==> src/rtl/khash_pkg.sv <==
`timescale 1ns / 1ps

package khash_pkg;

   localparam logic [31:0] CRC_POLY    = 32'hEDB8_8320;
   localparam logic [31:0] CRC_INIT    = 32'hFFFF_FFFF;
   localparam logic [7:0]  OPEN_BRACE  = 8'h7B;
   localparam logic [7:0]  CLOSE_BRACE = 8'h7D;
   localparam int          SLOT_FIELD_WIDTH = 10;

   typedef enum logic [1:0] {
      PHASE_BEFORE = 2'd0,
      PHASE_INSIDE = 2'd1,
      PHASE_CLOSED = 2'd2
   } phase_type;

   typedef struct packed {
      logic [7:0] key_byte;
      logic       last_byte;
   } req_type;

   typedef struct packed {
      logic [SLOT_FIELD_WIDTH-1:0] slot_number;
      logic [31:0]                 crc_value;
      logic                        has_tag;
   } rsp_type;

   // one classified byte passed from the front to the back
   typedef struct packed {
      logic [7:0] key_byte;
      logic       last_byte;
      logic       tag_feed;
      logic       has_tag;
   } entry_type;

   // reflected crc-32, one byte, eight bit steps
   function automatic logic [31:0] crc_byte(input logic [31:0] crc_in,
                                            input logic [7:0]  data);
      logic [31:0] r;
      r = crc_in ^ {24'd0, data};
      for (int k = 0; k < 8; k++) begin
         r = r[0] ? ((r >> 1) ^ CRC_POLY) : (r >> 1);
      end
      return r;
   endfunction

endpackage

==> src/rtl/khash_front.sv <==
`timescale 1ns / 1ps

module khash_front (
   input  logic                 clock,
   input  logic                 reset,
   input  logic                 req_valid,
   output logic                 req_ready,
   input  khash_pkg::req_type   req_data,
   output logic                 push_valid,
   input  logic                 push_ready,
   output khash_pkg::entry_type push_data
);
   import khash_pkg::*;

   phase_type phase_ff;
   phase_type phase_in;
   phase_type phase_step;
   logic      tag_feed;
   logic      accept;

   assign req_ready  = push_ready;
   assign push_valid = req_valid;
   assign accept     = req_valid && push_ready;

   always_ff @(posedge clock) begin
      if (reset) begin
         phase_ff <= PHASE_BEFORE;
      end else begin
         phase_ff <= phase_in;
      end
   end

   always_comb begin
      phase_step = phase_ff;
      tag_feed   = 1'b0;
      unique case (phase_ff)
         PHASE_BEFORE: begin
            if (req_data.key_byte == OPEN_BRACE) begin
               phase_step = PHASE_INSIDE;
            end
         end
         PHASE_INSIDE: begin
            if (req_data.key_byte == CLOSE_BRACE) begin
               phase_step = PHASE_CLOSED;
            end else begin
               tag_feed = 1'b1;
            end
         end
         PHASE_CLOSED: begin
            phase_step = PHASE_CLOSED;
         end
         default: begin
            phase_step = PHASE_BEFORE;
         end
      endcase

      // a key ends on its last word, the next one starts before any brace
      phase_in = phase_ff;
      if (accept) begin
         phase_in = req_data.last_byte ? PHASE_BEFORE : phase_step;
      end

      push_data.key_byte  = req_data.key_byte;
      push_data.last_byte = req_data.last_byte;
      push_data.tag_feed  = tag_feed;
      push_data.has_tag   = (phase_step == PHASE_CLOSED);
   end

endmodule

==> src/rtl/khash_fifo.sv <==
`timescale 1ns / 1ps

module khash_fifo (
   input  logic                 clock,
   input  logic                 reset,
   input  logic                 push_valid,
   output logic                 push_ready,
   input  khash_pkg::entry_type push_data,
   output logic                 pop_valid,
   input  logic                 pop_ready,
   output khash_pkg::entry_type pop_data
);
   import khash_pkg::*;

   entry_type  store_ff [2];
   logic       wr_ptr_ff;
   logic       wr_ptr_in;
   logic       rd_ptr_ff;
   logic       rd_ptr_in;
   logic [1:0] count_ff;
   logic [1:0] count_in;
   logic       do_push;
   logic       do_pop;

   assign push_ready = (count_ff != 2'd2);
   assign pop_valid  = (count_ff != 2'd0);
   assign pop_data   = store_ff[rd_ptr_ff];
   assign do_push    = push_valid && push_ready;
   assign do_pop     = pop_valid && pop_ready;

   always_comb begin
      wr_ptr_in = do_push ? ~wr_ptr_ff : wr_ptr_ff;
      rd_ptr_in = do_pop ? ~rd_ptr_ff : rd_ptr_ff;
      count_in  = count_ff;
      if (do_push && !do_pop) begin
         count_in = count_ff + 2'd1;
      end else if (do_pop && !do_push) begin
         count_in = count_ff - 2'd1;
      end
   end

   always_ff @(posedge clock) begin
      if (reset) begin
         wr_ptr_ff <= 1'b0;
         rd_ptr_ff <= 1'b0;
         count_ff  <= 2'd0;
      end else begin
         wr_ptr_ff <= wr_ptr_in;
         rd_ptr_ff <= rd_ptr_in;
         count_ff  <= count_in;
      end
   end

   always_ff @(posedge clock) begin
      if (do_push) begin
         store_ff[wr_ptr_ff] <= push_data;
      end
   end

endmodule

==> src/rtl/khash_back.sv <==
`timescale 1ns / 1ps

module khash_back #(
   parameter int SLOT_BITS = 10
) (
   input  logic                 clock,
   input  logic                 reset,
   input  logic                 pop_valid,
   output logic                 pop_ready,
   input  khash_pkg::entry_type pop_data,
   output logic                 rsp_valid,
   input  logic                 rsp_ready,
   output khash_pkg::rsp_type   rsp_data
);
   import khash_pkg::*;

   localparam logic [31:0] SlotMask = (SLOT_BITS >= 32) ? 32'hFFFF_FFFF
                                      : ((32'd1 << SLOT_BITS) - 32'd1);

   logic [31:0] whole_crc_ff;
   logic [31:0] whole_crc_in;
   logic [31:0] tag_crc_ff;
   logic [31:0] tag_crc_in;
   logic        rsp_valid_ff;
   logic        rsp_valid_in;
   rsp_type     rsp_data_ff;
   rsp_type     rsp_data_in;
   logic [31:0] whole_next;
   logic [31:0] tag_next;
   logic [31:0] final_crc;
   logic [31:0] slot_wide;
   logic        do_pop;

   // only a last word needs room in the output register
   assign pop_ready = !pop_data.last_byte || !rsp_valid_ff || rsp_ready;
   assign do_pop    = pop_valid && pop_ready;
   assign rsp_valid = rsp_valid_ff;
   assign rsp_data  = rsp_data_ff;

   always_comb begin
      whole_next = crc_byte(whole_crc_ff, pop_data.key_byte);
      tag_next   = pop_data.tag_feed ? crc_byte(tag_crc_ff, pop_data.key_byte)
                                     : tag_crc_ff;
      final_crc  = pop_data.has_tag ? ~tag_next : ~whole_next;
      slot_wide  = final_crc & SlotMask;

      rsp_data_in.slot_number = slot_wide[SLOT_FIELD_WIDTH-1:0];
      rsp_data_in.crc_value   = final_crc;
      rsp_data_in.has_tag     = pop_data.has_tag;

      whole_crc_in = whole_crc_ff;
      tag_crc_in   = tag_crc_ff;
      if (do_pop) begin
         whole_crc_in = pop_data.last_byte ? CRC_INIT : whole_next;
         tag_crc_in   = pop_data.last_byte ? CRC_INIT : tag_next;
      end

      rsp_valid_in = rsp_valid_ff && !rsp_ready;
      if (do_pop && pop_data.last_byte) begin
         rsp_valid_in = 1'b1;
      end
   end

   always_ff @(posedge clock) begin
      if (reset) begin
         whole_crc_ff <= CRC_INIT;
         tag_crc_ff   <= CRC_INIT;
         rsp_valid_ff <= 1'b0;
      end else begin
         whole_crc_ff <= whole_crc_in;
         tag_crc_ff   <= tag_crc_in;
         rsp_valid_ff <= rsp_valid_in;
      end
   end

   always_ff @(posedge clock) begin
      if (do_pop && pop_data.last_byte) begin
         rsp_data_ff <= rsp_data_in;
      end
   end

endmodule

==> src/rtl/key_slot_hash_with_tag.sv <==
`timescale 1ns / 1ps
// path: the last key byte is written into the queue, then its result is taken into the output register and shows on rsp
// throughput: one key byte per cycle while rsp is taken, set by the combinational byte crc in the back end
// a two-word queue parts brace tracking from the crc, the output register holds one result
// reset (synchronous): brace phase, queue, both crcs (to all ones) and rsp_valid cleared

module key_slot_hash_with_tag #(
   parameter int SLOT_BITS = 10
) (
   input  logic               clock,
   input  logic               reset,
   input  logic               req_valid,
   output logic               req_ready,
   input  khash_pkg::req_type req_data,
   output logic               rsp_valid,
   input  logic               rsp_ready,
   output khash_pkg::rsp_type rsp_data
);
   import khash_pkg::*;

   entry_type push_data;
   entry_type pop_data;
   logic      push_valid;
   logic      push_ready;
   logic      pop_valid;
   logic      pop_ready;

   khash_front u_front (
      .clock      (clock),
      .reset      (reset),
      .req_valid  (req_valid),
      .req_ready  (req_ready),
      .req_data   (req_data),
      .push_valid (push_valid),
      .push_ready (push_ready),
      .push_data  (push_data)
   );

   khash_fifo u_fifo (
      .clock      (clock),
      .reset      (reset),
      .push_valid (push_valid),
      .push_ready (push_ready),
      .push_data  (push_data),
      .pop_valid  (pop_valid),
      .pop_ready  (pop_ready),
      .pop_data   (pop_data)
   );

   khash_back #(
      .SLOT_BITS (SLOT_BITS)
   ) u_back (
      .clock     (clock),
      .reset     (reset),
      .pop_valid (pop_valid),
      .pop_ready (pop_ready),
      .pop_data  (pop_data),
      .rsp_valid (rsp_valid),
      .rsp_ready (rsp_ready),
      .rsp_data  (rsp_data)
   );

endmodule
==> config.mk <==
export PLATFORM = sky130hd
export DESIGN_NAME = key_slot_hash_with_tag
export DESIGN_NICKNAME = d
export VERILOG_FILES = /design/src/rtl/khash_pkg.sv /design/src/rtl/khash_front.sv /design/src/rtl/khash_fifo.sv /design/src/rtl/khash_back.sv /design/src/rtl/key_slot_hash_with_tag.sv
export SDC_FILE = /design/constraint.sdc
export NUM_CORES = 1
export LEC_CHECK = 0
export BUFFER_PORTS_ARGS = -buffer_cell sky130_fd_sc_hd__buf_4
export CAP_MARGIN = 0
export CORE_MARGIN = 2
export CORE_UTILIZATION = 29
export CTS_BUF_LIST = sky130_fd_sc_hd__clkbuf_8
export DETAILED_ROUTE_END_ITERATION = 16
export GPL_TIMING_DRIVEN = 0
export PLACE_DENSITY = 0.47
export SLEW_MARGIN = 0
export SYNTH_ARGS = -nofsm -noshare
export SYNTH_HDL_FRONTEND = slang
export SYNTH_SLANG_ARGS = --single-unit
==> constraint.sdc <==
create_clock -name clock -period 3.6 [get_ports clock]
set_clock_uncertainty 0.05 [all_clocks]
set_input_delay 1.08 -clock clock [delete_from_list [all_inputs] [get_ports clock]]
set_output_delay 1.08 -clock clock [all_outputs]
set_load 0.01 [all_outputs]
### Yosys cells after proc, flatten, opt, wreduce, memory -nomap -nowiden

Memories as Yosys holds them, arrays and structs flattened. A register that Yosys moved wholly into a read port is not among the register bits.
Index checks and enable logic that the tools add are counted.

| word-level totals | value |
|---|---|
| flip-flop bits (word level) | 114 |
| bits in writable memories | 22 |
| memories kept | 1 |

Memories:

| memory | words | bits a word | read ports | clocked after Yosys merged registers in | wr ports | line | source |
|---|---|---|---|---|---|---|---|
| u_fifo.store_ff | 2 | 11 | 1 | 1 | 1 | khash_fifo.sv:15 | `entry_type store_ff [2];` |

| operators by class | value |
|---|---|
| add/sub/neg operators | 2 |
| equal/unequal tests | 6 |
| multiplexer cells | 33 |
| bitwise gates (word level) | 22 |
| reduce and logical (&&, ||, !) cells | 16 |

Operators with widths:

| cell | number |
|---|---|
| $mux 32 | 20 |
| $not 13->14 | 16 |
| $not 32->32 | 2 |
| $xor 32x8->32 | 2 |
| $eq 8x7->1 const B | 2 |
| $mux 2 | 5 |
| $mux 1 | 7 |
| $logic_and 1x1->1 | 6 |
| $pmux 2 s3 | 1 |
| $logic_not 1->1 | 5 |
| $eq 2x2->1 const B | 2 |
| $reduce_bool 2->1 | 2 |
| $add 2x1->2 const B | 1 |
| $eq 2x1->1 const B | 1 |
| $logic_not 2->1 | 1 |
| $logic_or 1x1->1 | 2 |
| $ne 2x2->1 const B | 1 |
| $not 1->1 | 2 |
| $sub 2x1->2 const B | 1 |

### Depth between registers and ports, before layout

Gate-level depths: netlist of the first run.

| depth | value |
|---|---|
| depth after elaboration | 20 |
| mapped depth | 9 |

### Cells and area by module

Synthesis of the first run repeated with hierarchy kept, for this count alone.

| unflattened totals | value |
|---|---|
| cell total of the unflattened synthesis | 617 |
| area total of the unflattened synthesis | 7048.0 µm² |

Modules (own cells, without submodules):

| module | times used | cells each | area an instance (µm²) | sequential area each (µm²) |
|---|---|---|---|---|
| khash_back | 1 | 524 | 5738.0 | 2292.2 |
| khash_fifo | 1 | 58 | 1012.2 | 760.7 |
| khash_front | 1 | 35 | 297.8 | 40.0 |

### Least setup slack after synthesis of the first run

OpenSTA, ideal clock, no wires.

| timing | value |
|---|---|
| path kind | input -> register |
| start point | input port rsp_ready |
| end point | register u_back.whole_crc_ff[31] |
| arrival | 3567 ps |
| data required time | 3470 ps |
| setup slack | -97 ps |
| cell stages on the path | 6 |
| cell sequence | nand2b_1 o22ai_1 nor2_1 nor2_1 clkbuf_1 o211ai_1 |

| between the ends | value |
|---|---|
| word-level cells in the longest chain between the ends | 2 |

RTL lines:

| item | line | source |
|---|---|---|
| from (decl) | key_slot_hash_with_tag.sv:16 | `input logic rsp_ready,` |
| $logic_or 1x1->1 | khash_back.sv:35 | `assign pop_ready = !pop_data.last_byte \|\| !rsp_valid_ff \|\| rsp_ready;` |
| $logic_and 1x1->1 | khash_back.sv:36 | `assign do_pop = pop_valid && pop_ready;` |
| to (signal assigned) | khash_back.sv:70 | `whole_crc_ff <= whole_crc_in;` |
| to (decl) | khash_back.sv:20 | `logic [31:0] whole_crc_ff;` |

Every way passes these cells.
A chain may end at the register's enable or synchronous reset.

### Worst setup path in the final report of the first run

| timing | value |
|---|---|
| start point | input port rsp_ready |
| end point | register u_fifo.count_ff[1] |

| between the ends | value |
|---|---|
| word-level cells in the longest chain between the ends | 5 |

RTL lines:

| item | line | source |
|---|---|---|
| $logic_or 1x1->1 (*) | khash_back.sv:35 |  |
| $logic_and 1x1->1 (*) | khash_fifo.sv:29 | `assign do_pop = pop_valid && pop_ready;` |
| $logic_not 1->1 | khash_fifo.sv:35 | `if (do_push && !do_pop) begin` |
| $logic_and 1x1->1 | khash_fifo.sv:35 |  |
| $mux 2 or $reduce_bool 2->1 (tied branches) | - |  |
| to (signal assigned) | khash_fifo.sv:50 | `count_ff <= count_in;` |
| to (decl) | khash_fifo.sv:20 | `logic [1:0] count_ff;` |

Every way passes the cells marked *; elsewhere a longest branch is shown, timed or not.

==> flow_metrics.py, run 1 <==
metrics = {
    "setup_path": {
        "end_kind": "flip-flop",
        "crit_path_frequent_cell": "clkbuf_1",
        "path_buf_inv": 3,
        "worstPathArrival_ps": 3480,
        "critical-path-max-stage-delay_ps": 500,
        "crit_fanout": 10,
        "crit_path_start_kind": "input port",
        "worstPathCellList": "buf_4 > nand2b_1 > o22ai_2 > clkbuf_1 > clkbuf_1 > ha_1 > or3_1 > a21oi_1",
        "path_class": "in -> reg",
        "slowest_stage": "clkbuf_1",
        "crit_family": "buffers and inverters",
        "cp.required_ps": 3920,
    },
    "synthesis": {
        "ys_ff_latch": 127,
        "avgSynthCellArea_um2": 10.7,
        "ys_warn_count": 0,
        "synthCells": 621,
        "yosysSeqAreaShare_pct": 46.8,
        "synth_nets": 635,
        "syn_area_um2": 6610,
        "ys_types": 36,
    },
    "die": {
        "die_area_um2": 24000,
        "ioPinCount": 58,
        "die_y_um": 155,
        "start_util_pct": 29.4,
        "coreArea_um2": 22500,
        "die_width_um": 155,
        "rows": 55,
    },
    "layout": {
        "area_growth_pct": 19.0,
        "nNetsFinal": 711,
        "drive_gt1_share_pct": 18.7,
        "antenna_cells": 0,
        "layout.filler_cells": 2296,
    },
    "drt": {
        "vias_per_cell": 4.73,
        "drtIter0Drc": 368,
        "firstDrtPassIters": 4,
        "drc_errors": 0,
        "drt-total-wl_mm": 18.9,
        "wire_per_inst_um": 19.0,
        "num_vias": 4708,
        "ant_nets": 0,
    },
    "global_routing": {
        "overflow": 0,
        "grt_pass1_vias": 4745,
        "antenna_found_initial": 0,
        "grt_max_degree": 33,
        "track_usage_pct": 16.2,
        "grt_pass1_wl_mm": 28.8,
    },
    "timing": {
        "period_needed_ps": 3160,
        "finalCritPeriodShare_pct": 87.7,
        "slew_violations": 0,
        "finalSetupViolCount": 0,
        "worst_pin_slew_ps": 937,
        "hold_viol_final": 0,
        "rsz0062_at_grt": "false",
        "timing.hold.ws_ps": 447,
        "max_freq_mhz": 317,
        "layout_setup_ws_ps": 443,
        "max-slew-margin-rel_pct": 35.7,
    },
    "flow_run": {
        "maxCapViolCount": 0,
    },
    "clock_network": {
        "cts_buffers": 17,
        "cts_setup_buffers": 0,
        "clk_latency_ps": 460,
        "cts-resized-gates": 0,
        "cts_root_buf": "clkbuf_8",
        "clock_path_buffers": 2,
        "htreeDepth": 4,
        "cts.clk_slew.worst_paths_ps": 70,
        "cts_sinks": 127,
        "tritoncts": "built",
        "hold_buffers": 0,
    },
    "placement": {
        "dp_hpwl_mm": 14.2,
        "dpl_worst_slack_ps": -391,
        "gp_congestion": 0.803,
        "portBuffers": 56,
    },
    "status": {
        "status": "finished clean",
    },
    "worst_hold_path": {
        "hp-class": "reg -> reg",
    },
}
[cell usage after synthesis (all sizes together)]
cell,number,area [um^2]
o21ai,37,185
nor2,50,188
xor2,39,349
o211ai,49,368
edfxtp,55,1650
buf,11,86.3
nand2b,7,43.8
o22ai,1,6.26
or3,1,6.26
nand4,1,6.26
and3,1,6.26
nor3b,1,7.51
mux2,2,22.5
ha,1,12.5
nor2b,10,62.6
a21oi,33,165
mux2i,22,278
nand3,4,20.0
inv,4,15.0
a2bb2oi,1,8.76
nor4,1,6.26
clkbuf,32,120
dfxtp,72,1440
xnor3,3,67.6
nand2,76,285
a31oi,1,6.26
and2,1,6.26
a22oi,1,7.51
xnor2,104,1180
[logic make-up after synthesis]
kind of cell,Yosys count,share of synthesized area (%)
buffers and inverters,47,3.35
AND/OR/NAND/NOR,153,9.65
adder cells (fa/ha/maj),1,0.189
multiplexers,24,4.54
XOR/XNOR,146,24.2
AO/OA/AOI/OAI,123,11.3
flip-flops,127,46.8
[through the flow]
step / setup TNS (ps) / utilization, % / cells / instance area [um^2]
finish: 0 / 35.0 / 995 / 7870
global route: 0 / 35.0 / 995 / 7870
CTS: 0 / 34.9 / 995 / 7860
detailed placement: -16560 / 33.0 / 963 / 7420
global placement: -39730 / 32.9 / 962 / 7390
floorplan: 0 / - / 621 / 6620
[state kept, by name (all words and copies together) (netlist names), named ones only]
| register | flops |
|---|---|
| u_back.rsp_data | 33 |
| u_back.rsp_valid | 1 |
| u_back.tag_crc_ff | 32 |
| u_back.whole_crc_ff | 32 |
| u_fifo.count_ff | 2 |
| u_fifo.rd_ptr_ff | 1 |
| u_fifo.store_ff | 22 |
| u_fifo.wr_ptr_ff | 1 |
| u_front.phase_ff | 2 |
[worst paths after layout]
check / slack (ps) / end / depth (start not counted) / startpoint
worst max-delay path: 440 / u_fifo.count_ff[1] / 8 / rsp_ready
worst min-delay path: 450 / u_back.whole_crc_ff[26] / 2 / u_back.whole_crc_ff[26]
worst max register to register: 450 / u_fifo.count_ff[1] / 8 / flip-flop
worst min register to register: 450 / u_back.whole_crc_ff[26] / 2 / u_back.whole_crc_ff[26]
[per-layer routing]
metal | GRT usage (%) | part of all wire (%) | up-vias
met2 | 26.4 | 48 | 140
met1 | 22.0 | 47 | 2284
li1 | - | - | 2269
met5 | 0 | 0 | -
met3 | 3.65 | 4.3 | 15
met4 | 3.79 | 1.2 | 0
[cell type report]
class / instances / area (um^2) / area share, %
inverter: 4 / 15.0 / 0.191
multi-input combinational: 447 / 3320 / 42.1
clock buffer: 18 / 248 / 3.15
buffer: 43 / 206 / 2.62
tap: 285 / 357 / 4.53
timing repair buffer: 57 / 440 / 5.59
clock inverter: 14 / 198 / 2.51
sequential: 127 / 3090 / 39.3
[tightest hold or removal path, delay by kind of cell (launching register included)]
kind | cells | cell delay (ps)
flip-flops | 1 | 320
AND/OR/NAND/NOR | 2 | 130
[placed cells by master, fill, tap and decap left out, drive strengths merged, types with 3 or more instances in the layout]
| cell | n |
|---|---|
| a21oi | 33 |
| buf | 68 |
| bufinv | 5 |
| clkbuf | 50 |
| clkinv | 5 |
| dfxtp | 72 |
| edfxtp | 55 |
| inv | 6 |
| mux2i | 22 |
| nand2 | 76 |
| nand2b | 7 |
| nand3 | 4 |
| nor2 | 50 |
| nor2b | 10 |
| o211ai | 49 |
| o21ai | 37 |
| xnor2 | 104 |
| xnor3 | 3 |
| xor2 | 39 |
Power of run 1 is not shown: default switching activity piles up to over one toggle a cycle in this logic, so the estimate is an artifact.
==> run 2, diff against run 1 <==
- PLACE_DENSITY: 0.47 -> 0.46
- clock period: 3.6 -> 3.3 ns (I/O delays scaled with it)
==> flow_metrics.py, run 2 (synthesized netlist as in run 1, its figures left out) <==
metrics = {
    "die": {
        "coreArea_um2": 22500,
        "die_area_um2": 24000,
        "rows": 55,
        "ioPinCount": 58,
        "die_width_um": 155,
        "start_util_pct": 29.4,
        "die_y_um": 155,
    },
    "worst_hold_path": {
        "min-delay-start": "u_back.whole_crc_ff[31]",
        "hp-class": "reg -> reg",
        "min_to": "u_back.whole_crc_ff[31]",
        "min_path_cells": 2,
    },
    "clock_network": {
        "cts.clk_slew.worst_paths_ps": 80,
        "cts-resized-gates": 2,
        "cts_setup_buffers": 0,
        "clock_path_buffers": 2,
        "cts_sinks": 127,
        "cts_buffers": 17,
        "tritoncts": "built",
        "cts_root_buf": "clkbuf_8",
        "hold_buffers": 0,
        "htreeDepth": 4,
        "clk_latency_ps": 460,
    },
    "drt": {
        "drc_errors": 0,
        "drtIter0Drc": 305,
        "wire_per_inst_um": 19.0,
        "num_vias": 4732,
        "vias_per_cell": 4.76,
        "drt-total-wl_mm": 18.9,
        "firstDrtPassIters": 4,
        "ant_nets": 0,
    },
    "setup_path": {
        "worstPathArrival_ps": 3330,
        "path_buf_inv": 1,
        "crit_path_start_kind": "flip-flop",
        "path_class": "reg -> reg",
        "crit_family": "XOR/XNOR gates",
        "cp.required_ps": 3580,
        "worstRegToRegCells": 8,
        "critical-path-max-stage-delay_ps": 680,
        "crit_fanout": 10,
        "slowest_stage": "xnor2_1",
        "worstPathCellList": "buf_6 > mux2i_4 > xnor2_2 > xnor2_1 > xor2_1 > xnor2_1 > nand2_1 > nand2_1",
        "reg2reg_to": "u_back.rsp_data[19]",
        "end_kind": "flip-flop",
        "r2r_setup_slack_ps": 250,
    },
    "timing": {
        "finalSetupViolCount": 0,
        "finalCritPeriodShare_pct": 92.4,
        "rsz0062_at_grt": "false",
        "max-slew-margin-rel_pct": 32.6,
        "hold_viol_final": 0,
        "timing.hold.ws_ps": 449,
        "period_needed_ps": 3050,
        "max_freq_mhz": 328,
        "slew_violations": 0,
        "worst_pin_slew_ps": 983,
    },
    "status": {
        "status": "finished clean",
    },
    "flow_run": {
        "maxCapViolCount": 0,
    },
    "placement": {
        "gp_congestion": 0.827,
        "portBuffers": 56,
        "place_inst": 963,
        "dp_hpwl_mm": 14.0,
    },
    "layout": {
        "finalNonFillerCells": 995,
        "final_core_util_pct": 35.1,
        "nNetsFinal": 711,
        "antenna_cells": 0,
        "drive_gt1_share_pct": 19.4,
        "area_growth_pct": 19.3,
        "largest_reg_flops": 33,
        "final_cell_mix": "xnor2_1, nand2_1, dfxtp_1",
        "layout_commonest_cell": "xnor2_1",
    },
    "global_routing": {
        "antenna_found_initial": 0,
        "track_usage_pct": 16.2,
        "grt_pass1_vias": 4663,
        "grt_max_degree": 34,
        "grt_pass1_wl_mm": 28.6,
        "overflow": 0,
    },
}
==> run 2: routing by layer <==
metal / share of wire [%] / GRT usage [%] / up-vias
met4: 3.0 / 6.39 / 0
met2: 46 / 24.8 / 149
met1: 47 / 22.2 / 2286
met5: 0 / 0 / -
li1: - / - / 2264
met3: 4.7 / 3.62 / 33
==> run 2: per-stage QoR <==
stage	cell area [um^2]	setup slack, ps	setup TNS [ps]
after floorplan	6620	335	0
final	7890	252	0
after detailed placement	7420	-591	-30730
after global routing	7890	139	0
after CTS	7890	125	0
after global placement	7390	-910	-54310
==> run 2: how the worst max path moves through the flow <==
stage	startpoint	endpoint	slack, ps	depth (start not counted)
4_1_cts	flip-flop	u_fifo.count_ff[1]	120	8
6_report	flip-flop	u_back.rsp_data[19]	250	8
3_5_place_dp	rsp_ready	u_back.tag_crc_ff[29]	-590	8
2_1_floorplan	rsp_ready	u_back.whole_crc_ff[31]	340	6
5_1_grt	flip-flop	u_back.rsp_data[19]	140	8
3_3_place_gp	rsp_ready	u_back.tag_crc_ff[30]	-910	7
==> run 2: tightest hold or removal path, cell delays in order (launching register included) <==
cell,delay (ps)
dfxtp_1,320
nand2_1,60
o211ai_1,70
==> run 2: cell type report <==
| class | count | area (um^2) |
|---|---|---|
| inverters | 4 | 15.0 |
| clock buffers | 18 | 248 |
| multi-input cells | 447 | 3320 |
| well taps | 285 | 357 |
| plain buffers | 43 | 208 |
| clock inverters | 14 | 215 |
| repair buffers | 57 | 440 |
| flip-flops and latches | 127 | 3090 |
| fillers | 2252 | 14600 |
Power of run 2 is left out for the same reason.
==> run 3, diff against run 2 <==
- clock period: 3.3 -> 3 ns (I/O delays scaled with it)
==> flow_metrics.py, run 3 (synthesized netlist as in run 1, its figures left out) <==
metrics = {
    "timing": {
        "tns_ps": 0,
        "layout_setup_ws_ps": 95.4,
        "period_needed_ps": 2900,
        "worst_pin_slew_ps": 1020,
        "hold_viol_final": 0,
        "finalCritPeriodShare_pct": 96.8,
        "max_freq_mhz": 344,
        "rsz0062_at_grt": "true",
        "finalSetupViolCount": 0,
        "slew_violations": 0,
        "max-slew-margin-rel_pct": 31.7,
    },
    "die": {
        "die_y_um": 155,
        "die_area_um2": 24000,
        "coreArea_um2": 22500,
        "die_width_um": 155,
        "rows": 55,
        "start_util_pct": 29.4,
        "ioPinCount": 58,
    },
    "clock_network": {
        "tritoncts": "built",
        "clock_path_buffers": 2,
        "cts_buffers": 17,
        "cts_root_buf": "clkbuf_8",
        "cts_sinks": 127,
        "htreeDepth": 4,
        "clk_latency_ps": 460,
        "cts.clk_slew.worst_paths_ps": 80,
    },
    "layout": {
        "layout_commonest_cell": "nand2_1",
        "drive_gt1_share_pct": 21.1,
        "nNetsFinal": 715,
        "seq_area_um2": 3090,
        "layout.filler_cells": 2247,
        "multi_input_area_um2": 3410,
        "final_cell_mix": "nand2_1, xnor2_1, dfxtp_1",
        "antenna_cells": 0,
        "largest_reg_flops": 33,
        "area_growth_pct": 21.2,
    },
    "global_routing": {
        "track_usage_pct": 16.2,
        "grt_pass1_wl_mm": 28.6,
        "grt_pass1_vias": 4661,
        "overflow": 0,
        "antenna_found_initial": 0,
        "grt_max_degree": 34,
    },
    "placement": {
        "dpl_worst_slack_ps": -801,
        "dp_hpwl_mm": 14.0,
        "portBuffers": 56,
        "gp_congestion": 0.827,
    },
    "drt": {
        "wire_per_inst_um": 18.9,
        "met1_length_mm": 8.77,
        "drt-total-wl_mm": 18.9,
        "wl_met3_um": 986,
        "vias_per_cell": 4.72,
        "top_layer_used": "met4",
        "num_vias": 4720,
        "drtIter0Drc": 307,
        "wl_met2_mm": 8.54,
        "firstDrtPassIters": 5,
        "drc_errors": 0,
        "ant_nets": 0,
    },
    "worst_hold_path": {
        "hp-class": "reg -> reg",
        "min_to": "u_back.whole_crc_ff[10]",
        "min-delay-start": "u_back.whole_crc_ff[10]",
        "min_path_cells": 2,
    },
    "setup_path": {
        "end_kind": "flip-flop",
        "worstPathArrival_ps": 3030,
        "cp.required_ps": 3130,
        "r2r_setup_slack_ps": 100,
        "crit_family": "XOR/XNOR gates",
        "path_buf_inv": 0,
        "reg2reg_to": "u_back.rsp_data[27]",
        "path_class": "reg -> reg",
        "worstRegToRegCells": 7,
        "slowest_stage": "mux2i_1",
        "crit_fanout": 7,
        "critical-path-max-stage-delay_ps": 550,
        "worstPathCellList": "mux2i_1 > xnor2_2 > xnor2_4 > xnor2_4 > xnor2_1 > o21ai_0 > o21ai_0",
        "crit_path_start_kind": "flip-flop",
    },
    "flow_run": {
        "maxCapViolCount": 0,
    },
    "status": {
        "status": "finished clean",
    },
}
[run 3: per-stage QoR]
| step | cell area [um^2] | hold WS (ps) | utilization (%) | std cells |
|---|---|---|---|---|
| global placement | 7390 | 426 | 32.9 | 962 |
| global route | 8020 | 459 | 35.6 | 999 |
| floorplan | 6620 | 409 | - | 621 |
| detailed placement | 7420 | 432 | 33.0 | 963 |
| finish | 8020 | 450 | 35.6 | 999 |
| CTS | 7890 | 445 | 35.1 | 995 |
[run 3: worst max-delay path by stage]
stage	end	slack, ps	cells after the start
final	u_back.rsp_data[27]	100	7
after global routing	u_back.rsp_data[27]	-40	7
after CTS	u_back.rsp_data[19]	0.8	8
after detailed placement	u_back.tag_crc_ff[29]	-800	8
after global placement	u_back.tag_crc_ff[30]	-1120	7
after floorplan	u_back.whole_crc_ff[31]	130	6
[run 3: metal layers]
metal  vias up  track usage [%]
met4         0             6.39
met1      2261             22.2
met2       155             24.8
li1       2276                -
met3        28             3.62
met5         -                0
[run 3: timing repair]
| item | 4_1_cts | 5_1_grt |
|---|---|---|
| setup endpoints to repair | 62 | 63 |
| gates resized for setup | 3 | 18 |
| buffers inserted | 0 | 4 |
| pin swaps | 0 | 0 |
| hold buffers | 0 | 0 |
[run 3: final cells by class]
type | count | area share [%]
plain buffers | 43 | 2.64
flip-flops and latches | 127 | 38.6
clock buffers | 18 | 3.09
well taps | 285 | 4.45
inverters | 4 | 0.187
multi-input cells | 447 | 42.5
repair buffers | 61 | 5.87
clock inverters | 14 | 2.68
[run 3: tightest hold or removal path: stages, from the launching register on]
cell and delay (ps):
dfxtp_1 320, nand2_1 60, o211ai_1 70
Power of run 3 is left out for the same reason.
